## config.mk

```make
export PLATFORM = sky130hd
export DESIGN_NAME = packet_frame_receiver
export DESIGN_NICKNAME = d
export VERILOG_FILES = /design/src/hw/rtl/pfr_pkg.sv /design/src/hw/rtl/packet_frame_receiver.sv
export SDC_FILE = /design/constraint.sdc
export NUM_CORES = 1
export LEC_CHECK = 0
export BUFFER_PORTS_ARGS = -buffer_cell sky130_fd_sc_hd__buf_2
export CORE_MARGIN = 1.5
export CORE_UTILIZATION = 40
export CTS_CLUSTER_DIAMETER = 80
export DETAILED_ROUTE_END_ITERATION = 12
export GPL_ROUTABILITY_DRIVEN = 0
export GPL_TIMING_DRIVEN = 0
export HOLD_SLACK_MARGIN = 0.12
export PLACE_DENSITY = 0.64
export SLEW_MARGIN = 10
export SYNTH_ARGS = -nofsm -noshare
export SYNTH_HDL_FRONTEND = slang
export SYNTH_SLANG_ARGS = --single-unit
```

## constraint.sdc

```tcl
create_clock -name clk_i -period 7.8 [get_ports clk_i]
set_input_delay 0.39 -clock clk_i [delete_from_list [all_inputs] [get_ports clk_i]]
set_output_delay 0.39 -clock clk_i [all_outputs]
set_load 0.02 [all_outputs]
```

## src/hw/rtl/pfr_pkg.sv

```systemverilog
// constants, frame layout and verdict codes for the packet frame receiver
// no dependencies; imported by packet_frame_receiver
`timescale 1ns / 1ps

package pfr_pkg;

  localparam int unsigned PAYLOAD_MAX = 1024;
  localparam int unsigned BUF_BYTES   = 9 + PAYLOAD_MAX;
  localparam int unsigned CNT_W       = $clog2(BUF_BYTES + 1);
  localparam int unsigned LEN_W       = 16;
  localparam int unsigned PLEN_W      = 11;

  localparam logic [7:0] MAGIC_FIRST  = 8'hAA;
  localparam logic [7:0] MAGIC_SECOND = 8'hBB;
  localparam logic [7:0] KIND_ACK     = 8'hA0;
  localparam logic [7:0] KIND_NACK    = 8'hA1;

  // byte positions within the frame header, minimum frame length and counter saturation
  localparam logic [CNT_W-1:0] POS_MAGIC0  = CNT_W'(0);
  localparam logic [CNT_W-1:0] POS_MAGIC1  = CNT_W'(1);
  localparam logic [CNT_W-1:0] POS_TYPE    = CNT_W'(2);
  localparam logic [CNT_W-1:0] POS_LEN_LO  = CNT_W'(6);
  localparam logic [CNT_W-1:0] POS_LEN_HI  = CNT_W'(7);
  localparam logic [CNT_W-1:0] POS_PAYLOAD = CNT_W'(8);
  localparam logic [CNT_W-1:0] MIN_FRAME   = CNT_W'(9);
  localparam logic [CNT_W-1:0] CNT_SAT     = CNT_W'(BUF_BYTES);

  localparam logic [LEN_W:0]   OVERHEAD    = (LEN_W + 1)'(9);
  localparam logic [LEN_W-1:0] LEN_LIMIT   = LEN_W'(PAYLOAD_MAX);

  typedef enum logic [1:0] {
    VerdictAck    = 2'd0,
    VerdictNack   = 2'd1,
    VerdictReject = 2'd2
  } verdict_e;

endpackage

```

## src/hw/rtl/packet_frame_receiver.sv

```systemverilog
// packet frame receiver: header capture, checksum and verdict per chunk
// depends on pfr_pkg
`timescale 1ns / 1ps

// Takes one received byte per transaction, with chunk_end_i marking the last
// byte of a chunk, and delivers one verdict transaction per chunk: ACK, NACK or
// reject, with the frame type and (for ACK/NACK) the payload length. For
// each byte the frame state registers are updated and, on the last byte,
// the verdict is computed in the same cycle and loaded into a single output
// register, so a byte can be accepted every cycle. Input is stalled only while
// that output register holds a verdict that is not being taken. No clearing
// pass after reset: the block is ready on the first cycle.
module packet_frame_receiver
  import pfr_pkg::*;
(
  input  logic                clk_i,
  input  logic                rst_ni,
  input  logic                in_valid_i,
  output logic                in_ready_o,
  input  logic [7:0]          rx_byte_i,
  input  logic                chunk_end_i,
  output logic                out_valid_o,
  input  logic                out_ready_i,
  output logic [1:0]          verdict_o,
  output logic [7:0]          frame_type_o,
  output logic [PLEN_W-1:0]   payload_length_o
);

  logic [CNT_W-1:0]  byte_count_q, byte_count_d;
  logic              magic_good_q, magic_good_d;
  logic [7:0]        type_hold_q, type_hold_d;
  logic [LEN_W-1:0]  length_hold_q, length_hold_d;
  logic [7:0]        xor_running_q, xor_running_d;
  logic              overrun_q, overrun_d;

  logic              out_valid_q;
  verdict_e          verdict_q, verdict_d;
  logic [7:0]        ftype_q;
  logic [PLEN_W-1:0] plen_q, plen_d;

  logic              in_fire, out_fire, frame_ok;

  assign in_ready_o = !out_valid_q || out_ready_i;
  assign in_fire    = in_valid_i && in_ready_o;
  assign out_fire   = out_valid_q && out_ready_i;

  // per-byte state update
  always_comb begin
    byte_count_d  = byte_count_q;
    magic_good_d  = magic_good_q;
    type_hold_d   = type_hold_q;
    length_hold_d = length_hold_q;
    xor_running_d = xor_running_q;
    overrun_d     = overrun_q;
    if (byte_count_q >= CNT_SAT) begin
      overrun_d = 1'b1;
    end else begin
      if (byte_count_q == POS_MAGIC0 && rx_byte_i != MAGIC_FIRST)  magic_good_d = 1'b0;
      if (byte_count_q == POS_MAGIC1 && rx_byte_i != MAGIC_SECOND) magic_good_d = 1'b0;
      if (byte_count_q == POS_TYPE)   type_hold_d = rx_byte_i;
      if (byte_count_q == POS_LEN_LO) length_hold_d[7:0]  = rx_byte_i;
      if (byte_count_q == POS_LEN_HI) length_hold_d[15:8] = rx_byte_i;
      if (byte_count_q >= POS_PAYLOAD) xor_running_d = xor_running_q ^ rx_byte_i;
      byte_count_d = byte_count_q + CNT_W'(1);
    end
  end

  // verdict from the state including this byte
  always_comb begin
    frame_ok = !overrun_d
            && (byte_count_d >= MIN_FRAME)
            && magic_good_d
            && (length_hold_d <= LEN_LIMIT)
            && ((LEN_W + 1)'(byte_count_d) == ((LEN_W + 1)'(length_hold_d) + OVERHEAD))
            && (xor_running_d == 8'h00);
    verdict_d = VerdictReject;
    plen_d    = '0;
    if (frame_ok && type_hold_d == KIND_ACK) begin
      verdict_d = VerdictAck;
    end else if (frame_ok && type_hold_d == KIND_NACK) begin
      verdict_d = VerdictNack;
    end
    if (verdict_d != VerdictReject) plen_d = PLEN_W'(length_hold_d);
  end

  always_ff @(posedge clk_i or negedge rst_ni) begin
    if (!rst_ni) begin
      byte_count_q  <= '0;
      magic_good_q  <= 1'b1;
      type_hold_q   <= '0;
      length_hold_q <= '0;
      xor_running_q <= '0;
      overrun_q     <= 1'b0;
    end else if (in_fire) begin
      if (chunk_end_i) begin
        // chunk closed: back to the start-of-frame state
        byte_count_q  <= '0;
        magic_good_q  <= 1'b1;
        type_hold_q   <= '0;
        length_hold_q <= '0;
        xor_running_q <= '0;
        overrun_q     <= 1'b0;
      end else begin
        byte_count_q  <= byte_count_d;
        magic_good_q  <= magic_good_d;
        type_hold_q   <= type_hold_d;
        length_hold_q <= length_hold_d;
        xor_running_q <= xor_running_d;
        overrun_q     <= overrun_d;
      end
    end
  end

  always_ff @(posedge clk_i or negedge rst_ni) begin
    if (!rst_ni) begin
      out_valid_q <= 1'b0;
    end else if (in_fire && chunk_end_i) begin
      out_valid_q <= 1'b1;
    end else if (out_fire) begin
      out_valid_q <= 1'b0;
    end
  end

  always_ff @(posedge clk_i) begin
    if (in_fire && chunk_end_i) begin
      verdict_q <= verdict_d;
      ftype_q   <= type_hold_d;
      plen_q    <= plen_d;
    end
  end

  assign out_valid_o      = out_valid_q;
  assign verdict_o        = verdict_q;
  assign frame_type_o     = ftype_q;
  assign payload_length_o = plen_q;

  // no byte taken while a verdict is stuck in the output register
  assert property (@(posedge clk_i) disable iff (!rst_ni)
    (out_valid_q && !out_ready_i) |-> !in_fire)
    else $error("byte accepted while output register blocked");

  // the byte counter never runs past the buffer size
  assert property (@(posedge clk_i) disable iff (!rst_ni)
    byte_count_q <= CNT_SAT)
    else $error("byte count beyond saturation");

  // closing a chunk returns the frame state to its start
  assert property (@(posedge clk_i) disable iff (!rst_ni)
    (in_fire && chunk_end_i) |=> (byte_count_q == '0 && magic_good_q && !overrun_q))
    else $error("frame state not cleared after chunk end");

  // a rejected frame never reports a payload length
  assert property (@(posedge clk_i) disable iff (!rst_ni)
    (out_valid_q && verdict_q == VerdictReject) |-> (plen_q == '0))
    else $error("payload length on rejected frame");

  // a counted byte below saturation that does not close the chunk moves the counter by one
  assert property (@(posedge clk_i) disable iff (!rst_ni)
    (in_fire && !chunk_end_i && byte_count_q < CNT_SAT)
      |=> (byte_count_q == $past(byte_count_q) + CNT_W'(1)))
    else $error("byte count did not advance");

endmodule
```

==> flow_metrics.py <==
metrics = {
    "grt": {
        "grt_antenna_before_repair": 0,
        "grt_pass1_vias": 3764,
        "grt_first_pass_wirelength_um": 19900,
        "met1_usage_pct": 30.1,
        "grt_remaining_overflow": 0,
        "use_met3_pct": 4.10,
        "grt_start_max_net_pins": 47,
        "met2_usage_pct": 35.0,
        "grt_use_total_pct": 22.4,
        "busiest_layer": "met2",
    },
    "yosys": {
        "synth.net_count": 480,
        "synth-warning-count": 0,
        "ys_ff_latch": 67,
        "async_reset_ff_share_pct": 68.7,
        "avgSynthCellArea_um2": 9.57,
        "synth-edff-count": 21,
        "synthCells": 461,
        "syn_area_um2": 4410,
        "ys_types": 65,
        "ys_seq_area_share_pct": 40.4,
        "synth_ff_type": "dfrtp_1",
    },
    "critical_path": {
        "path_class": "flop to flop",
        "critPathRequiredTime_ps": 7970,
        "worst-path-max-fanout": 10,
        "critPathArrivalTime_ps": 5590,
        "cp-end-kind": "flop",
        "critical_path.startpoint_type": "flop",
    },
    "sta": {
        "relSlewSlack_pct": 28.7,
        "finalCritPeriodShare_pct": 69.4,
        "period_needed_ps": 5410,
        "finalSetupViolations": 0,
        "skew_ps": 16.7,
        "slew_viol_final": 0,
        "timing.fmax_mhz": 185,
        "worst_pin_slew_ps": 1070,
        "rsz0062_at_grt": "no",
        "setup_tns_ps": 0,
        "finalHoldViolCount": 0,
    },
    "pwr": {
        "power_density_nw_per_um2": 176,
        "power.total_mw": 0.877,
        "power_leakage_nw": 2.00,
        "vdd_drop_max_uv": 104,
    },
    "die": {
        "design.die.area_um2": 11700,
        "die_y_um": 108,
        "rows": 38,
        "die_w_um": 108,
        "start_util_pct": 40.9,
        "num_io_pins": 36,
        "core_um2": 10800,
    },
    "flow_run": {
        "max_cap_violations": 0,
    },
    "clock_tree": {
        "clk_latency_ps": 370,
        "cts_buffer_depth": 2,
        "cts-root-buf": "clkbuf_8",
        "cts_buffers": 9,
        "ctsResizeCount": 0,
        "clk_pin_slew_ps": 90,
        "holdBufCountCts": 0,
        "post_cts_buffers": 0,
        "cts_htree_levels": 3,
        "clock-sinks": 67,
        "cts_tree": "yes",
    },
    "drt": {
        "postRouteAntennaNets": 0,
        "wl_per_cell_um": 19.2,
        "drc_errors": 0,
        "viasPerCell": 6.12,
        "drtIter0Drc": 281,
        "vias": 3981,
        "routed_wl_um": 12500,
        "firstDrtPassIters": 5,
    },
    "placed_design": {
        "hpwl_um": 9060,
        "portBuffers": 33,
    },
    "final_layout": {
        "antennaDiodeCount": 0,
        "drive_above_1_share_pct": 18.0,
        "syn2layout_area_growth_pct": 12.8,
        "fin_nets": 524,
    },
    "status": {
        "run_status": "finished clean",
    },
    "min_path": {
        "hp-class": "input port to async pin",
    },
}
[worst max-delay path: stages, from the launching register on]
cell	delay, ps
dfrtp_1	410
clkbuf_1	240
inv_1	190
ha_1	200
or4bb_1	560
or3_1	340
buf_2	210
buf_2	230
mux2i_1	390
inv_1	90
ha_1	270
a21oi_1	350
nor2_1	100
mux2i_1	280
xnor2_1	140
xnor2_1	150
or4_1	610
buf_2	270
a2111oi_4	210
[flip-flops by register name, indices dropped and copies added (netlist names)]
register	flops
magic_good_q	1
frame_type_o	8
xor_running_q	8
out_valid_o	1
overrun_q	1
verdict_o	2
type_hold_q	8
byte_count_q	11
payload_length_o	11
length_hold_q	16
[Yosys cell counts, types with 4 or more instances]
library cell | count | area, um2
nand2b_1 | 5 | 31.3
nand4_1 | 13 | 81.3
o21ai_0 | 39 | 195
a21oi_1 | 20 | 100
nor2_1 | 21 | 78.8
xor2_1 | 6 | 52.6
mux2_2 | 9 | 101
a22o_1 | 20 | 175
xnor2_1 | 19 | 166
dfrtp_1 | 45 | 1130
nand2_1 | 45 | 169
or3_1 | 6 | 37.5
clkbuf_1 | 23 | 86.3
o41ai_1 | 4 | 35.0
edfxtp_1 | 21 | 631
nor4_1 | 6 | 37.5
or2_2 | 6 | 37.5
nor3_1 | 8 | 40.0
inv_1 | 11 | 41.3
nand3_1 | 18 | 90.1
ha_1 | 6 | 75.1
a31oi_1 | 6 | 37.5
mux2i_1 | 20 | 200
buf_2 | 8 | 40.0
nor4_2 | 6 | 75.1
o31ai_1 | 11 | 82.6
[per-stage QoR]
step | utilization (%) | worst slack (ps) | hold slack, ps | std cells | cell area (um2)
final | 46.1 | 2390 | 221 | 650 | 4980
after global routing | 46.1 | 2170 | 313 | 650 | 4980
after CTS | 46.1 | 2470 | 274 | 650 | 4980
after detailed placement | 44.0 | 2510 | 472 | 634 | 4750
after global placement | 44.0 | 2610 | 461 | 634 | 4750
after floorplan | - | 3180 | 94.4 | 461 | 4410
[layout by cell type, fill, tap and decap left out, types with 19 or more instances in the layout]
cell type	Yosys	final
nand2_1	45	45
dfrtp_1	45	45
buf_2	8	41
o21ai_0	39	39
clkbuf_1	23	23
nor2_1	21	21
edfxtp_1	21	21
mux2i_1	20	20
a21oi_1	20	20
a22o_1	20	20
xnor2_1	19	19
[worst paths after layout]
kind / to / start / slack, ps / cells after the start
max: payload_length_o[6] / byte_count_q[0] / 2390 / 18
min: byte_count_q[4] / rst_ni / 220 / 1
max reg2reg: payload_length_o[6] / byte_count_q[0] / 2390 / 18
min reg2reg: magic_good_q / magic_good_q / 480 / 2
max in group asynchronous: length_hold_q[9] / rst_ni / 6910 / 1
min in group clk_i: out_valid_o / out_ready_i / 340 / 3
[logic make-up (layout without fill, tap and decap cells)]
kind of cell	after synthesis	in the layout	synth area share, %
AOI/OAI and AO/OA	128	128	20.4
xor gates and xnor gates	25	25	4.96
adders and majority gates	6	6	1.70
buffers and inverters	46	95	4.65
DFF	67	67	40.4
muxes	29	29	6.83
and+or+nand+nor	160	160	21.0
[metal layers]
layer	wire, um	vias up
met5	0	-
met4	399	0
met3	891	35
met2	5500	182
met1	5670	1925
li1	-	1839
[cell type report]
class                   instances  area (um2)
clock inverters                 7         100
multi-input cells             348        2420
repair buffers                 33         165
inverters                      11        41.3
well taps                     140         175
fillers                      1054        5820
flip-flops and latches         67        1780
clock buffers                   9         124
plain buffers                  35         164
[report_power, final]
group	internal (mW)	switching (mW)
sequential	0.381	0.0114
clock	0.182	0.152
combinational	0.0527	0.0973
total	0.616	0.261
Power figures use the tool's default switching activity.
